### src/hdl/tdpt_pkg.sv
// ---------------------------------------------------------------------------
// tdpt_pkg
// shared types and constants for the trial division prime test
// ---------------------------------------------------------------------------
package tdpt_pkg;

  // width of the candidate field on the request port
  localparam int CANDIDATE_WIDTH = 32;

  // defaults for the top level parameters
  localparam int NUMBER_WIDTH_DEF = 32;
  localparam int QUEUE_DEPTH_DEF  = 4;

  // trial divisor sequence: 3, 5, 7, ...
  localparam int FIRST_DIVISOR = 3;
  localparam int DIVISOR_STEP  = 2;

  // class given to a request by the front end
  typedef enum logic [1:0] {
    CLS_COMPOSITE = 2'd0,
    CLS_PRIME     = 2'd1,
    CLS_TRIAL     = 2'd2
  } cls_t;

  // back end sequencer states
  typedef enum logic [1:0] {
    BACK_IDLE = 2'd0,
    BACK_DIV  = 2'd1,
    BACK_EVAL = 2'd2,
    BACK_DONE = 2'd3
  } back_state_t;

endpackage

### src/hdl/trial_division_prime_test_top.sv
// ---------------------------------------------------------------------------
// trial_division_prime_test_top
// primality test of one unsigned integer by odd trial division
// ---------------------------------------------------------------------------
//
//  channel  direction  handshake             payload
//  in_      request    in_valid / in_ready   in_candidate   (32 bit unsigned)
//  out_     result     out_valid / out_ready out_prime_flag (1 bit)
//
//  timing: zero, one, two and even candidates are classified by the front end
//    and go straight to the done state; an odd candidate n runs the bit-serial
//    divider once per trial divisor, with odd divisors from 3 upward, until one
//    divides n or exceeds n / divisor
//  reset: rst_n clears the front stage, the queue pointers and the engine state
//  stalls: the queue lets requests keep arriving while the engine works; a held
//    result stalls the engine, and the front end stalls once the queue is full
//
// ---------------------------------------------------------------------------
module trial_division_prime_test_top #(
  parameter int NUMBER_WIDTH = tdpt_pkg::NUMBER_WIDTH_DEF,
  parameter int QUEUE_DEPTH  = tdpt_pkg::QUEUE_DEPTH_DEF
) (
  input  logic                                 clk,
  input  logic                                 rst_n,
  input  logic                                 in_valid,
  output logic                                 in_ready,
  input  logic [tdpt_pkg::CANDIDATE_WIDTH-1:0] in_candidate,
  output logic                                 out_valid,
  input  logic                                 out_ready,
  output logic                                 out_prime_flag
);
  import tdpt_pkg::*;

  // front end to queue
  logic                    push_valid;
  logic                    push_ready;
  cls_t                    push_cls;
  logic [NUMBER_WIDTH-1:0] push_num;

  // queue to back end
  logic                    pop_valid;
  logic                    pop_ready;
  cls_t                    pop_cls;
  logic [NUMBER_WIDTH-1:0] pop_num;

  // front end: trims the candidate and sorts out the trivial cases
  tdpt_front #(
    .NUMBER_WIDTH (NUMBER_WIDTH)
  ) u_front (
    .clk          (clk),
    .rst_n        (rst_n),
    .in_valid     (in_valid),
    .in_ready     (in_ready),
    .in_candidate (in_candidate),
    .push_valid   (push_valid),
    .push_ready   (push_ready),
    .push_cls     (push_cls),
    .push_num     (push_num)
  );

  // decouples acceptance from the long division runs
  tdpt_queue #(
    .NUMBER_WIDTH (NUMBER_WIDTH),
    .QUEUE_DEPTH  (QUEUE_DEPTH)
  ) u_queue (
    .clk        (clk),
    .rst_n      (rst_n),
    .push_valid (push_valid),
    .push_ready (push_ready),
    .push_cls   (push_cls),
    .push_num   (push_num),
    .pop_valid  (pop_valid),
    .pop_ready  (pop_ready),
    .pop_cls    (pop_cls),
    .pop_num    (pop_num)
  );

  // back end: odd divisors 3, 5, 7, ... until one divides n or exceeds n / divisor
  tdpt_back #(
    .NUMBER_WIDTH (NUMBER_WIDTH)
  ) u_back (
    .clk            (clk),
    .rst_n          (rst_n),
    .pop_valid      (pop_valid),
    .pop_ready      (pop_ready),
    .pop_cls        (pop_cls),
    .pop_num        (pop_num),
    .out_valid      (out_valid),
    .out_ready      (out_ready),
    .out_prime_flag (out_prime_flag)
  );

endmodule

### src/hdl/tdpt_front.sv
// ---------------------------------------------------------------------------
// tdpt_front
// accepts requests, trims the candidate and classifies it
// ---------------------------------------------------------------------------
module tdpt_front #(
  parameter int NUMBER_WIDTH = tdpt_pkg::NUMBER_WIDTH_DEF
) (
  input  logic                                 clk,
  input  logic                                 rst_n,
  input  logic                                 in_valid,
  output logic                                 in_ready,
  input  logic [tdpt_pkg::CANDIDATE_WIDTH-1:0] in_candidate,
  output logic                                 push_valid,
  input  logic                                 push_ready,
  output tdpt_pkg::cls_t                       push_cls,
  output logic [NUMBER_WIDTH-1:0]              push_num
);
  import tdpt_pkg::*;

  localparam int KeepW = (NUMBER_WIDTH < CANDIDATE_WIDTH) ? NUMBER_WIDTH : CANDIDATE_WIDTH;

  logic                    valid_r;
  logic                    valid_nxt;
  cls_t                    cls_r;
  cls_t                    cls_nxt;
  logic [NUMBER_WIDTH-1:0] num_r;
  logic [NUMBER_WIDTH-1:0] num_nxt;
  logic                    take;

  // bits at and above NUMBER_WIDTH are dropped
  assign num_nxt = NUMBER_WIDTH'(in_candidate[KeepW-1:0]);

  always_comb begin
    priority if (num_nxt[NUMBER_WIDTH-1:1] == '0) begin
      cls_nxt = CLS_COMPOSITE;          // zero and one
    end else if (num_nxt == NUMBER_WIDTH'(2)) begin
      cls_nxt = CLS_PRIME;
    end else if (!num_nxt[0]) begin
      cls_nxt = CLS_COMPOSITE;          // other even numbers
    end else begin
      cls_nxt = CLS_TRIAL;
    end
  end

  assign in_ready   = !valid_r || push_ready;
  assign take       = in_valid && in_ready;
  assign valid_nxt  = take || (valid_r && !push_ready);
  assign push_valid = valid_r;
  assign push_cls   = cls_r;
  assign push_num   = num_r;

  always_ff @(posedge clk) begin
    if (!rst_n) begin
      valid_r <= 1'b0;
    end else begin
      valid_r <= valid_nxt;
    end
  end

  always_ff @(posedge clk) begin
    if (take) begin
      cls_r <= cls_nxt;
      num_r <= num_nxt;
    end
  end

endmodule

### src/hdl/tdpt_queue.sv
// ---------------------------------------------------------------------------
// tdpt_queue
// small first-in first-out queue between front end and back end
// ---------------------------------------------------------------------------
module tdpt_queue #(
  parameter int NUMBER_WIDTH = tdpt_pkg::NUMBER_WIDTH_DEF,
  parameter int QUEUE_DEPTH  = tdpt_pkg::QUEUE_DEPTH_DEF
) (
  input  logic                    clk,
  input  logic                    rst_n,
  input  logic                    push_valid,
  output logic                    push_ready,
  input  tdpt_pkg::cls_t          push_cls,
  input  logic [NUMBER_WIDTH-1:0] push_num,
  output logic                    pop_valid,
  input  logic                    pop_ready,
  output tdpt_pkg::cls_t          pop_cls,
  output logic [NUMBER_WIDTH-1:0] pop_num
);
  import tdpt_pkg::*;

  localparam int PtrW = (QUEUE_DEPTH > 1) ? $clog2(QUEUE_DEPTH) : 1;
  localparam int CntW = $clog2(QUEUE_DEPTH + 1);

  cls_t                    entry_cls_r [QUEUE_DEPTH];
  logic [NUMBER_WIDTH-1:0] entry_num_r [QUEUE_DEPTH];
  logic [PtrW-1:0]         wr_ptr_r;
  logic [PtrW-1:0]         wr_ptr_nxt;
  logic [PtrW-1:0]         rd_ptr_r;
  logic [PtrW-1:0]         rd_ptr_nxt;
  logic [CntW-1:0]         count_r;
  logic [CntW-1:0]         count_nxt;
  logic                    push;
  logic                    pop;

  assign push_ready = (count_r != CntW'(QUEUE_DEPTH));
  assign pop_valid  = (count_r != '0);
  assign push       = push_valid && push_ready;
  assign pop        = pop_valid && pop_ready;
  assign pop_cls    = entry_cls_r[rd_ptr_r];
  assign pop_num    = entry_num_r[rd_ptr_r];

  always_comb begin
    wr_ptr_nxt = wr_ptr_r;
    rd_ptr_nxt = rd_ptr_r;
    count_nxt  = count_r;
    if (push) begin
      wr_ptr_nxt = (wr_ptr_r == PtrW'(QUEUE_DEPTH - 1)) ? '0 : wr_ptr_r + 1'b1;
    end
    if (pop) begin
      rd_ptr_nxt = (rd_ptr_r == PtrW'(QUEUE_DEPTH - 1)) ? '0 : rd_ptr_r + 1'b1;
    end
    if (push && !pop) begin
      count_nxt = count_r + 1'b1;
    end else if (pop && !push) begin
      count_nxt = count_r - 1'b1;
    end
  end

  always_ff @(posedge clk) begin
    if (!rst_n) begin
      wr_ptr_r <= '0;
      rd_ptr_r <= '0;
      count_r  <= '0;
    end else begin
      wr_ptr_r <= wr_ptr_nxt;
      rd_ptr_r <= rd_ptr_nxt;
      count_r  <= count_nxt;
    end
  end

  always_ff @(posedge clk) begin
    if (push) begin
      entry_cls_r[wr_ptr_r] <= push_cls;
      entry_num_r[wr_ptr_r] <= push_num;
    end
  end

endmodule

### src/hdl/tdpt_back.sv
// ---------------------------------------------------------------------------
// tdpt_back
// trial division engine: one restoring divider reused for each odd divisor
// ---------------------------------------------------------------------------
module tdpt_back #(
  parameter int NUMBER_WIDTH = tdpt_pkg::NUMBER_WIDTH_DEF
) (
  input  logic                    clk,
  input  logic                    rst_n,
  input  logic                    pop_valid,
  output logic                    pop_ready,
  input  tdpt_pkg::cls_t          pop_cls,
  input  logic [NUMBER_WIDTH-1:0] pop_num,
  output logic                    out_valid,
  input  logic                    out_ready,
  output logic                    out_prime_flag
);
  import tdpt_pkg::*;

  localparam int W    = NUMBER_WIDTH;
  localparam int CntW = $clog2(W);

  back_state_t     state_r;
  back_state_t     state_nxt;
  logic [W-1:0]    n_r;
  logic [W-1:0]    n_nxt;
  logic [W-1:0]    d_r;
  logic [W-1:0]    d_nxt;
  logic [W-1:0]    rem_r;
  logic [W-1:0]    rem_nxt;
  logic [W-1:0]    quo_r;
  logic [W-1:0]    quo_nxt;
  logic [CntW-1:0] cnt_r;
  logic [CntW-1:0] cnt_nxt;
  logic            res_r;
  logic            res_nxt;
  logic            out_valid_r;
  logic            out_valid_nxt;
  logic            out_flag_r;
  logic            out_flag_nxt;
  logic [W:0]      trial;
  logic [W:0]      diff;
  logic            fits;
  logic            out_free;

  // one quotient bit per cycle
  assign trial = {rem_r, quo_r[W-1]};
  assign diff  = trial - {1'b0, d_r};
  assign fits  = (trial >= {1'b0, d_r});

  assign out_free  = !out_valid_r || out_ready;
  assign pop_ready = (state_r == BACK_IDLE);

  always_comb begin
    state_nxt     = state_r;
    n_nxt         = n_r;
    d_nxt         = d_r;
    rem_nxt       = rem_r;
    quo_nxt       = quo_r;
    cnt_nxt       = cnt_r;
    res_nxt       = res_r;
    out_flag_nxt  = out_flag_r;
    out_valid_nxt = out_valid_r && !out_ready;
    unique case (state_r)
      BACK_IDLE: begin
        if (pop_valid) begin
          unique case (pop_cls)
            CLS_TRIAL: begin
              n_nxt     = pop_num;
              d_nxt     = W'(FIRST_DIVISOR);
              rem_nxt   = '0;
              quo_nxt   = pop_num;
              cnt_nxt   = CntW'(W - 1);
              state_nxt = BACK_DIV;
            end
            CLS_PRIME: begin
              res_nxt   = 1'b1;
              state_nxt = BACK_DONE;
            end
            default: begin
              res_nxt   = 1'b0;
              state_nxt = BACK_DONE;
            end
          endcase
        end
      end
      BACK_DIV: begin
        rem_nxt = fits ? diff[W-1:0] : trial[W-1:0];
        quo_nxt = {quo_r[W-2:0], fits};
        cnt_nxt = cnt_r - 1'b1;
        if (cnt_r == '0) begin
          state_nxt = BACK_EVAL;
        end
      end
      BACK_EVAL: begin
        // divisor past n / divisor: no divisor left to try
        priority if (d_r > quo_r) begin
          res_nxt   = 1'b1;
          state_nxt = BACK_DONE;
        end else if (rem_r == '0) begin
          res_nxt   = 1'b0;
          state_nxt = BACK_DONE;
        end else begin
          d_nxt     = d_r + W'(DIVISOR_STEP);
          rem_nxt   = '0;
          quo_nxt   = n_r;
          cnt_nxt   = CntW'(W - 1);
          state_nxt = BACK_DIV;
        end
      end
      BACK_DONE: begin
        if (out_free) begin
          out_valid_nxt = 1'b1;
          out_flag_nxt  = res_r;
          state_nxt     = BACK_IDLE;
        end
      end
      default: begin
        state_nxt = BACK_IDLE;
      end
    endcase
  end

  assign out_valid      = out_valid_r;
  assign out_prime_flag = out_flag_r;

  always_ff @(posedge clk) begin
    if (!rst_n) begin
      state_r     <= BACK_IDLE;
      out_valid_r <= 1'b0;
    end else begin
      state_r     <= state_nxt;
      out_valid_r <= out_valid_nxt;
    end
  end

  always_ff @(posedge clk) begin
    n_r        <= n_nxt;
    d_r        <= d_nxt;
    rem_r      <= rem_nxt;
    quo_r      <= quo_nxt;
    cnt_r      <= cnt_nxt;
    res_r      <= res_nxt;
    out_flag_r <= out_flag_nxt;
  end

  // partial remainder stays below the divisor
  a_rem_below_div: assert property (@(posedge clk) disable iff (!rst_n)
    (state_r == BACK_DIV) |-> (rem_r < d_r))
    else $error("partial remainder not below divisor");

  // trial divisors are odd and at least three
  a_div_odd: assert property (@(posedge clk) disable iff (!rst_n)
    (state_r == BACK_DIV || state_r == BACK_EVAL) |-> (d_r[0] && d_r >= W'(FIRST_DIVISOR)))
    else $error("trial divisor even or below three");

  // a result only appears out of the done state
  a_out_from_done: assert property (@(posedge clk) disable iff (!rst_n)
    $rose(out_valid_r) |-> ($past(state_r) == BACK_DONE))
    else $error("result issued outside done state");

endmodule
### config.mk
export PLATFORM = sky130hd
export DESIGN_NAME = trial_division_prime_test_top
export DESIGN_NICKNAME = d
export VERILOG_FILES = /design/src/hdl/tdpt_pkg.sv /design/src/hdl/trial_division_prime_test_top.sv /design/src/hdl/tdpt_front.sv /design/src/hdl/tdpt_queue.sv /design/src/hdl/tdpt_back.sv
export SDC_FILE = /design/constraint.sdc
export NUM_CORES = 1
export LEC_CHECK = 0
export ABC_CLOCK_PERIOD_IN_PS = 7040
export BUFFER_PORTS_ARGS = -buffer_cell sky130_fd_sc_hd__buf_2
export CAP_MARGIN = 0
export CORE_MARGIN = 2
export CORE_UTILIZATION = 44
export DETAILED_ROUTE_END_ITERATION = 10
export PLACE_DENSITY = 0.59
export SETUP_SLACK_MARGIN = 0.1
export SLEW_MARGIN = 20
export SYNTH_ARGS = -nofsm -noshare
export SYNTH_HDL_FRONTEND = slang
export SYNTH_SLANG_ARGS = --single-unit
### constraint.sdc
create_clock -name clk -period 7.04 [get_ports clk]
set_input_delay 0.352 -clock clk [delete_from_list [all_inputs] [get_ports clk]]
set_output_delay 0.352 -clock clk [all_outputs]
set_load 0.03 [all_outputs]
### After elaboration in Yosys (flattened, before gate mapping)

Memories as Yosys holds them, arrays and structs flattened. A register that Yosys moved wholly into a read port is not among the register bits.
Index checks and enable logic that the tools add are counted.

| cells by class | value |
|---|---|
| equality and inequality tests | 17 |
| $add $sub $neg | 7 |
| magnitude comparators | 2 |
| reduce and logical (&&, ||, !) cells | 31 |
| mux-type cells | 47 |

Operators with widths:

| operator | number |
|---|---|
| 32-bit 2-to-1 mux | 13 |
| 32-bit one-hot mux with 3 select lines | 2 |
| 32-bit one-hot mux with 2 select lines | 1 |
| 33-bit by 32-bit greater-or-equal comparator with 1-bit output | 1 |
| 32-bit by 2-bit adder with 32-bit output (second input constant) | 1 |
| 32-bit by 2-bit == test with 1-bit output (second input constant) | 1 |
| 32-bit > comparator | 1 |
| 32-bit zero test | 1 |
| 32-bit subtractor | 1 |
| 31-bit zero test | 1 |
| 2-bit 2-to-1 mux | 13 |
| 5-bit 2-to-1 mux | 4 |
| 5-bit one-hot mux with 3 select lines | 1 |
| 2-bit == test (second input constant) | 5 |
| 5-bit AND reduction | 2 |
| 1-bit 2-to-1 mux | 8 |
| 2-bit by 1-bit != test with 1-bit output (second input constant) | 4 |
| 2-bit one-hot mux with 4 select lines | 1 |
| 1-bit logical AND | 7 |
| 1-bit zero test | 6 |
| 3-bit 2-to-1 mux | 2 |
| 2-bit != test (second input constant) | 3 |
| 3-bit AND reduction | 2 |
| 3-bit nonzero test | 2 |
| other kinds (15) | 21 |

| storage, ports and cells | value |
|---|---|
| output and inout port bits | 3 |
| RAM bits | 136 |
| bits of input ports | 36 |
| word-level logic and storage cells | 122 |
| memories kept | 2 |
| flip-flop bits (word level) | 180 |

Memory list:

| name | words | bits a word | read ports | clocked after memory_dff | write ports | RTL line | text |
|---|---|---|---|---|---|---|---|
| u_queue.entry_num_r | 4 | 32 | 1 | 1 | 1 | tdpt_queue.sv:26 | `logic [NUMBER_WIDTH-1:0] entry_num_r [QUEUE_DEPTH];` |
| u_queue.entry_cls_r | 4 | 2 | 1 | 1 | 1 | tdpt_queue.sv:25 | `cls_t entry_cls_r [QUEUE_DEPTH];` |

### Longest topological paths before layout

Gate-level depths: netlist of the first run.

| depth | value |
|---|---|
| word-level depth | 6 |
| gate-level depth with buffers | 13 |
| gate-level depth less buffers | 11 |

### By module

A second synthesis of the first run with hierarchy kept.

| unflattened totals | value |
|---|---|
| cells, all modules | 1143 |
| area total of the unflattened synthesis | 15374.7 um^2 |

Modules (own cells, without submodules):

| module | sequential area each (um^2) | times used | area each (um^2) | cells each |
|---|---|---|---|---|
| tdpt_back | 4083.9 | 1 | 8834.7 | 863 |
| tdpt_queue | 4264.1 | 1 | 5385.2 | 229 |
| tdpt_front | 1041.0 | 1 | 1154.9 | 51 |

### Worst setup path before layout of the first run

Ideal clock, no wire load.

| timing path | value |
|---|---|
| kind | register to register |
| start point | register u_back.d_r[9] |
| end point | register u_back.cnt_r[0], enable pin |
| library setup time | 0.581 ns |
| stages on the path, launching flop included | 10 |
| buffers on the path | 0 |
| slack | -0.122 ns |
| period minus slack after synthesis | 7.162 ns |
| data required time | 6.459 ns |
| arrival | 6.581 ns |
| path through | edfxtp_1 > ha_1 > a21o_1 > a21o_1 > a21oi_1 > nor2_1 > nor4bb_1 > o221a_2 > nor2b_1 > nor3_1 |

| on the way | value |
|---|---|
| word-level cells in the longest chain between the ends | 3 |

Ends and longest elaborated chain:

| item | RTL line | text |
|---|---|---|
| start: declaration | tdpt_back.sv:27 | `logic [W-1:0] d_r;` |
| start signal: assignment | tdpt_back.sv:139 | `d_r <= d_nxt;` |
| 32-bit > comparator | tdpt_back.sv:97 | `priority if (d_r > quo_r) begin` |
| 2-bit != test (no source line) | - |  |
| 5-bit AND reduction (no source line) | - |  |
| end signal: assignment | tdpt_back.sv:142 | `cnt_r <= cnt_nxt;` |
| end: declaration | tdpt_back.sv:33 | `logic [CntW-1:0] cnt_r;` |

No other way between the ends.
A chain may end at the register's enable or synchronous reset.

### Final worst setup path of the first run

| timing path | value |
|---|---|
| start point | register u_back.d_r[14] |
| end point | register u_back.quo_r[0] (data pin) |

| on the way | value |
|---|---|
| word-level cells in the longest chain between the ends | 2 |

Ends and longest elaborated chain:

| item | RTL line | text |
|---|---|---|
| 33-bit by 32-bit greater-or-equal comparator with 1-bit output | tdpt_back.sv:49 | `assign fits = (trial >= {1'b0, d_r});` |
| 32-bit one-hot mux with 3 select lines | tdpt_back.sv:64 | `unique case (state_r)` |
| net u_back.quo_nxt[0] | tdpt_back.sv:32 | `logic [W-1:0] quo_nxt;` |
| end signal: assignment | tdpt_back.sv:141 | `quo_r <= quo_nxt;` |
| end: declaration | tdpt_back.sv:31 | `logic [W-1:0] quo_r;` |

The timed path passes the listed nets, and every way through them passes these cells.

==> results of run 1 <==
-- power breakdown --
group / total [uW] / switching [uW] / leakage (uW) / internal, uW
Clock: 1810 / 741 / 0.000560 / 1070
Combinational: 3400 / 2030 / 0.00288 / 1370
Sequential: 3010 / 298 / 0.00295 / 2710
Total: 8230 / 3070 / 0.00639 / 5150
-- flip-flops by register name, summed over array words and instances (netlist names), named ones only --
name / flops
u_front.push_num: 32
u_back.res_r: 1
u_queue.count_r: 3
u_front.push_cls: 2
u_back.out_prime_flag: 1
u_queue.wr_ptr_r: 2
u_back.state_r: 2
u_queue.entry_num_r: 128
u_queue.entry_cls_r: 8
u_back.n_r: 32
u_back.cnt_r: 5
u_back.d_r: 31
u_back.out_valid: 1
u_queue.rd_ptr_r: 2
u_back.quo_r: 32
u_front.push_valid: 1
u_back.rem_r: 32
-- how the worst max path moves through the flow --
stage	startpoint	endpoint	slack, ns	cells after the start
after floorplan	u_back.d_r[9]	u_back.cnt_r[0]	2.01	9
after global placement	u_back.d_r[14]	u_back.quo_r[0]	3.54	12
after detailed placement	u_back.d_r[14]	u_back.quo_r[0]	3.43	12
after CTS	u_back.d_r[14]	u_back.quo_r[0]	3.43	12
after global routing	u_back.d_r[18]	u_back.rem_r[30]	3.22	12
final	u_back.d_r[14]	u_back.quo_r[0]	3.42	12
-- metrics by stage --
stage	cell area (sq um)	hold slack, ns
3_5_place_dp	16100	0.451
2_1_floorplan	15400	0.400
4_1_cts	17500	0.000153
5_1_grt	17500	0.00333
6_report	17500	0.0142
3_3_place_gp	16100	0.444
-- layer usage --
metal,wire (um),track usage [%],share of wire (%),vias up
li1,-,-,-,4519
met2,14000,27.6,46,162
met3,1230,3.01,4.0,47
met1,14900,25.2,48,4438
met5,0,0,0,-
met4,620,4.35,2.0,0
-- cell families (layout without fill, tap and decap cells) --
family / count (synthesis) / in the layout / share of synthesized area (%)
mux: 59 / 59 / 6.61
fa+ha+maj: 78 / 78 / 6.44
flops: 317 / 317 / 61.0
simple gates: 302 / 302 / 9.98
compound gates: 220 / 220 / 9.43
xor+xnor: 55 / 55 / 3.13
buf+inv: 125 / 220 / 3.36
-- area by class of cell --
| type | count | area, sq um | share of cell area [%] |
|---|---|---|---|
| Tap cell | 455 | 569 | 3.26 |
| Sequential cell | 317 | 9390 | 53.8 |
| Clock inverter | 18 | 198 | 1.13 |
| Timing Repair Buffer | 77 | 543 | 3.11 |
| Clock buffer | 42 | 945 | 5.41 |
| Inverter | 83 | 312 | 1.78 |
| Multi-Input combinational cell | 714 | 5510 | 31.5 |
-- worst register-to-register path: stages, from the launching register on --
cell and delay, ns:
edfxtp_1 0.42, inv_1 0.16, ha_1 0.36, a21oi_4 0.20, o21ai_2 0.07, a221o_1 0.36
a311o_1 0.39, a31oi_4 0.22, o21ai_4 0.12, o22ai_4 0.11, buf_4 0.48, nand2b_1 0.29
a31oi_1 0.13
-- placed cells by master, fill, tap and decap left out, types with 15 or more instances in the layout --
cell type	instances
xnor2_1	42
nor2_1	89
buf_2	38
mux4_2	34
inv_1	82
mux2i_1	25
nand2_1	42
edfxtp_1	304
nand3_1	27
a22oi_1	31
buf_4	15
nand4_1	23
and2_1	32
o21ai_0	28
nor4_1	23
dlygate4sd3_1	24
nor2b_1	18
a21oi_1	83
a21o_1	26
clkbuf_16	37
ha_1	74
==> summary.md, run 1 <==
| Metric | Value |
|---|---|
| YS warnings | `0` |
| Final nets | `1343` |
| Largest net degree at the start of global routing | `65` |
| Layout Cells excl Fill | `1706` |
| RR Startpoint | `u_back.d_r[14]` |
| Num CTS Buffers | `36` |
| H-tree depth | `2` |
| Worst Hold End | `u_front.push_num[14]` |
| I/O Pins | `39` |
| Final Cycle Share | `51.4%` |
| Layout cells sized above 1 | `12.5%` |
| Hold Path Class | `input pin to flop` |
| Top_reg_cell synth | `edfxtp_1` |
| TritonCTS clock tree | `yes` |
| CP Data Required Time | `7.29 ns` |
| CP Class | `flop to flop` |
| Die Height | `191 um` |
| Row Count | `68` |
| DP Cell Count | `1622` |
| Post-layout min period | `3.62 ns` |
| Antenna violations before repair | `0` |
| Family with the most delay on the worst path | `compound AO/OA/AOI/OAI gates` |
| Clock slew at reported path FFs | `0.06 ns` |
| Vias in the first global route | `9176` |
| Drt first pass iters | `5` |
| Total power | `8230 uW` |
| CTS Sinks | `317` |
| Fin. Hold Viols | `0` |
| Crit path max fanout | `36` |
| Die ar. | `0.0365 sq mm` |
| Max incr delay on CP | `0.48 ns` |
| Layout overhead on the synthesized area | `13.6%` |
| Bufs and invs on worst path | `2` |
| Yosys reg bits | `317` |
| Width of the die | `191 um` |
| Data arrival, critical path | `3.86 ns` |
| Routed WL per cell | `18.0 um` |
| Min-Delay Startpoint | `in_candidate[14]` |
| Tot GR Track Use | `17.5%` |
| Global-route wire length before repair | `50.3 mm` |
| Fillers | `2913` |
| Peak Freq | `0.277 GHz` |
| Initial core utilization | `44.6%` |
| Reg2reg path depth | `12` |
| RSZ-0062 raised after global routing | `no` |
| Post-synth top cells | `304 x edfxtp_1, 90 x nor2_1, 83 x a21oi_1, 82 x inv_1, 76 x ha_1` |
| Max-cap violations | `0` |
| Root buf cell | `clkbuf_16` |
| RD Place Congestion | `0.852` |
| Final Util | `50.7%` |
| Slew headroom | `33.2%` |
| Status | `completed` |
| Final HPWL DP | `20.3 mm` |
| CP Capture Type | `flop` |
| Setup Skew | `0.0182 ns` |
| Via density | `5.37` |
| Post-route DRC | `0` |
| CP max stage cell | `buf_4` |
| Post-CTS resize count | `0` |
| Worst-margin pin slew | `0.990 ns` |
| Via count | `9166` |
| Synth top area share | `59.4%` |
| Clock Tree Buf Depth | `3` |
| Worst VDD drop | `0.237 mV` |
| Leading area contributor after synthesis | `edfxtp_1` |
| Grt ovf | `0` |
| Final WL | `30.7 mm` |
| Antenna-violating nets left | `0` |
| Iter 0 DRT Violations | `547` |
| Slew Limit Fails | `0` |
| Worst slack, placed | `3.43 ns` |
| Ys async rst share | `0%` |
| CORE AREA | `0.0345 sq mm` |
| Syn_nets | `1270` |
| Seq/Total Area, Yosys | `61.0%` |
| Post-CTS Repair Setup Buffers | `0` |
| R2r endpoint | `u_back.quo_r[0]` |
| Hold Path Depth | `1` |
| Final worst slack | `3.42 ns` |
| CP cell instances | `inv_1 -> ha_1 -> a21oi_4 -> o21ai_2 -> a221o_1 -> a311o_1 -> a31oi_4 -> o21ai_4 -> o22ai_4 -> buf_4 -> nand2b_1 -> a31oi_1` |
| Final setup viols | `0` |
| Cells after Synth | `1156` |
| Power per cell area | `471 mW/mm^2` |
| Top cells by area, synth | `edfxtp_1 59%, ha_1 6.2%, mux4_2 5.0%, a21oi_1 2.7%, xnor2_1 2.4%` |
| Leakage | `0.00639 uW` |
| # hold bufs at CTS | `24` |
| CP startpoint kind | `flop` |
| TNS Setup | `0 ns` |
| Port bufs | `38` |
| Synth Cell Area | `0.0154 sq mm` |
| Ant diodes | `0` |
| EDFF count, synth | `304` |
| Synth cell types | `63` |
| Latest clock arrival within the worst-skew pair | `0.54 ns` |
| Count leader, synth | `edfxtp_1` |
| Worst R2R Setup Slack | `3.42 ns` |
| Syn_area_per_cell | `13.3 sq um` |
No activity file was read; power rests on OpenSTA's default activity.
==> run 2: changes to the inputs <==
ABC_CLOCK_PERIOD_IN_PS = 3000   (was 7040)
clock period = 3 ns   (was 7.04 ns; I/O delays follow)
==> summary.md, run 2 (synthesized netlist as in run 1, its figures left out) <==
| Metric | Value |
|---|---|
| Seq pwr share | `31.5% (-5.1 points)` |
| Slew Limit Fails | `0 (unchanged)` |
| Routed WL per cell | `17.7 um (-1.9%)` |
| Fin. Hold Viols | `0 (unchanged)` |
| Die ar. | `0.0365 sq mm (unchanged)` |
| I/O Pins | `39 (unchanged)` |
| RD Place Congestion | `0.931 (+9.3%)` |
| Leakage | `0.00713 uW (+12%)` |
| Antenna-violating nets left | `0 (unchanged)` |
| CORE AREA | `0.0345 sq mm (unchanged)` |
| Largest net degree at the start of global routing | `45 (-31%)` |
| Worst-margin pin slew | `0.922 ns (-0.0681 ns)` |
| RSZ-0062 raised after global routing | `yes` |
| Clock power share | `19.9% (-2.1 points)` |
| Clock Tree Buf Depth | `3 (unchanged)` |
| Grt ovf | `0 (unchanged)` |
| Final Cycle Share | `101% (+49 points)` |
| Switch Pwr | `7950 uW (+160%)` |
| Total power | `22200 uW (+170%)` |
| Num CTS Buffers | `36 (unchanged)` |
| TritonCTS clock tree | `yes` |
| Data arrival, critical path | `3.27 ns (-0.59 ns)` |
| Crit path max fanout | `4 (-89%)` |
| Fin area | `0.0191 sq mm (+9.1%)` |
| CP Class | `flop to flop` |
| Worst VDD drop | `0.684 mV (+190%)` |
| CP Capture Type | `flop` |
| Vias in the first global route | `9874 (+7.6%)` |
| Final setup viols | `11 (+11)` |
| Layout cells sized above 1 | `23.5% (+11 points)` |
| Hold Path Class | `input pin to flop` |
| Number of flip-flops under the largest register name | `128 (unchanged)` |
| Placement Cell Area | `0.0168 sq mm (+4.6%)` |
| Tot GR Track Use | `18.1% (+0.62 points)` |
| CP startpoint kind | `flop` |
| Antenna violations before repair | `0 (unchanged)` |
| Latest clock arrival within the worst-skew pair | `0.52 ns (-0.02 ns)` |
| Post-route DRC | `0 (unchanged)` |
| Power per cell area | `1160 mW/mm^2 (+150%)` |
| Iter 0 DRT Violations | `522 (-4.6%)` |
| Via density | `5.29 (-1.5%)` |
| CP Data Required Time | `3.24 ns (-4.05 ns)` |
| Failing checks | `negative setup slack` |
| Int Pwr | `14200 uW (+180%)` |
| Global-route wire length before repair | `52.0 mm (+3.5%)` |
| Layout overhead on the synthesized area | `23.9%` |
| Row Count | `68 (unchanged)` |
| Switching Share | `35.9% (-1.5 points)` |
| Most common cell after layout, fill and taps aside | `edfxtp_1` |
| Via count | `9719 (+6.0%)` |
| CTS Sinks | `317 (unchanged)` |
| Peak Freq | `0.330 GHz (+20%)` |
| Drt first pass iters | `5 (unchanged)` |
| Root buf cell | `clkbuf_16` |
| Die Height | `191 um (unchanged)` |
| Initial core utilization | `44.6% (unchanged)` |
| Final worst slack | `-0.0258 ns (-3.45 ns)` |
| Status | `finished, violations left` |
| H-tree depth | `2 (unchanged)` |
| Final Util | `55.3% (+4.6 points)` |
| Setup Skew | `0.0127 ns (-0.00547 ns)` |
| Post-layout min period | `3.03 ns (-0.590 ns)` |
| Share of power burned in combinational logic | `48.6% (+7.2 points)` |
| Final WL | `32.4 mm (+5.6%)` |
| Slew headroom | `38.2% (+5.0 points)` |
| Width of the die | `191 um (unchanged)` |
| Most frequent cells in the layout | `304 x edfxtp_1, 106 x buf_4, 88 x nor2_1` |
| Max-cap violations | `0 (unchanged)` |
| Final nets | `1468 (+9.3%)` |
| Clock slew at reported path FFs | `0.06 ns (about the same)` |
| Final HPWL DP | `21.4 mm (+5.6%)` |
| Fillers | `2853 (-2.1%)` |
| Port bufs | `38 (unchanged)` |
| Ant diodes | `0 (unchanged)` |
| Register bank with the most flops | `u_queue.entry_num_r` |
[run 2: what timing repair did]
item / in CTS / in global routing
endpoints found under the setup margin: 101 / 102
endpoints found under the hold margin: 46 / 0
hold buffers: 37 / 0
pin swaps: 4 / 16
buffers inserted: 10 / 14
resized for setup: 21 / 50
gates cloned: 3 / 4
[run 2: through the flow]
stage	std cells	hold slack (ns)	TNS [ns]	setup WS, ns
2_1_floorplan	1156	0.249	-77.66	-0.982
3_3_place_gp	1704	0.342	-0.972	-0.0230
3_5_place_dp	1704	0.343	-0.955	-0.0649
4_1_cts	1819	0.318	0	0.0319
5_1_grt	1836	0.339	-2.68	-0.129
6_report	1836	0.353	-0.124	-0.0258
[run 2: layout make-up]
cell class,instances,area (sq um),area share (%)
flip-flops and latches,317,9390,49.3
multi-input cells,714,5810,30.5
repair buffers,202,1760,9.25
clock buffers,46,1000,5.26
well taps,455,569,2.99
inverters,83,312,1.64
clock inverters,19,206,1.08
[run 2: per-layer routing]
metal / routed length, um / vias to the layer above / GRT usage (%)
li1: - / 4784 / -
met1: 14900 / 4721 / 24.0
met2: 15700 / 164 / 31.0
met3: 1150 / 50 / 2.70
met4: 699 / 0 / 5.25
met5: 0 / - / 0
[run 2: power by group through the flow]
stage	registers, uW	logic [uW]	clock network, uW
after floorplan	6900	6400	0
after global placement	7020	9130	0
after detailed placement	7040	9230	0
after CTS	6970	10100	4540
after global routing	7090	11900	4730
final	6980	10800	4410
[run 2: worst paths after layout]
| check | from | endpoint | slack (ns) | depth (start not counted) |
|---|---|---|---|---|
| hold / removal | in_candidate[6] | u_front.push_num[6] | 0.35 | 2 |
| setup / recovery | u_back.rem_r[15] | u_back.rem_r[7] | -0.03 | 12 |
| hold reg to reg | u_back.res_r | u_back.out_prime_flag | 0.46 | 0 |
| setup reg to reg | u_back.rem_r[15] | u_back.rem_r[7] | -0.03 | 12 |
[run 2: worst max-delay path, stage by stage, from the launching register on]
cell       delay (ns)
edfxtp_1         0.44
ha_4             0.29
a21oi_4          0.16
o21ai_2          0.08
a221o_1          0.34
a311o_1          0.36
a31oi_4          0.19
o21ai_4          0.09
o22ai_4          0.25
buf_6            0.17
clkbuf_16        0.14
mux2i_1          0.18
nor2_1           0.06
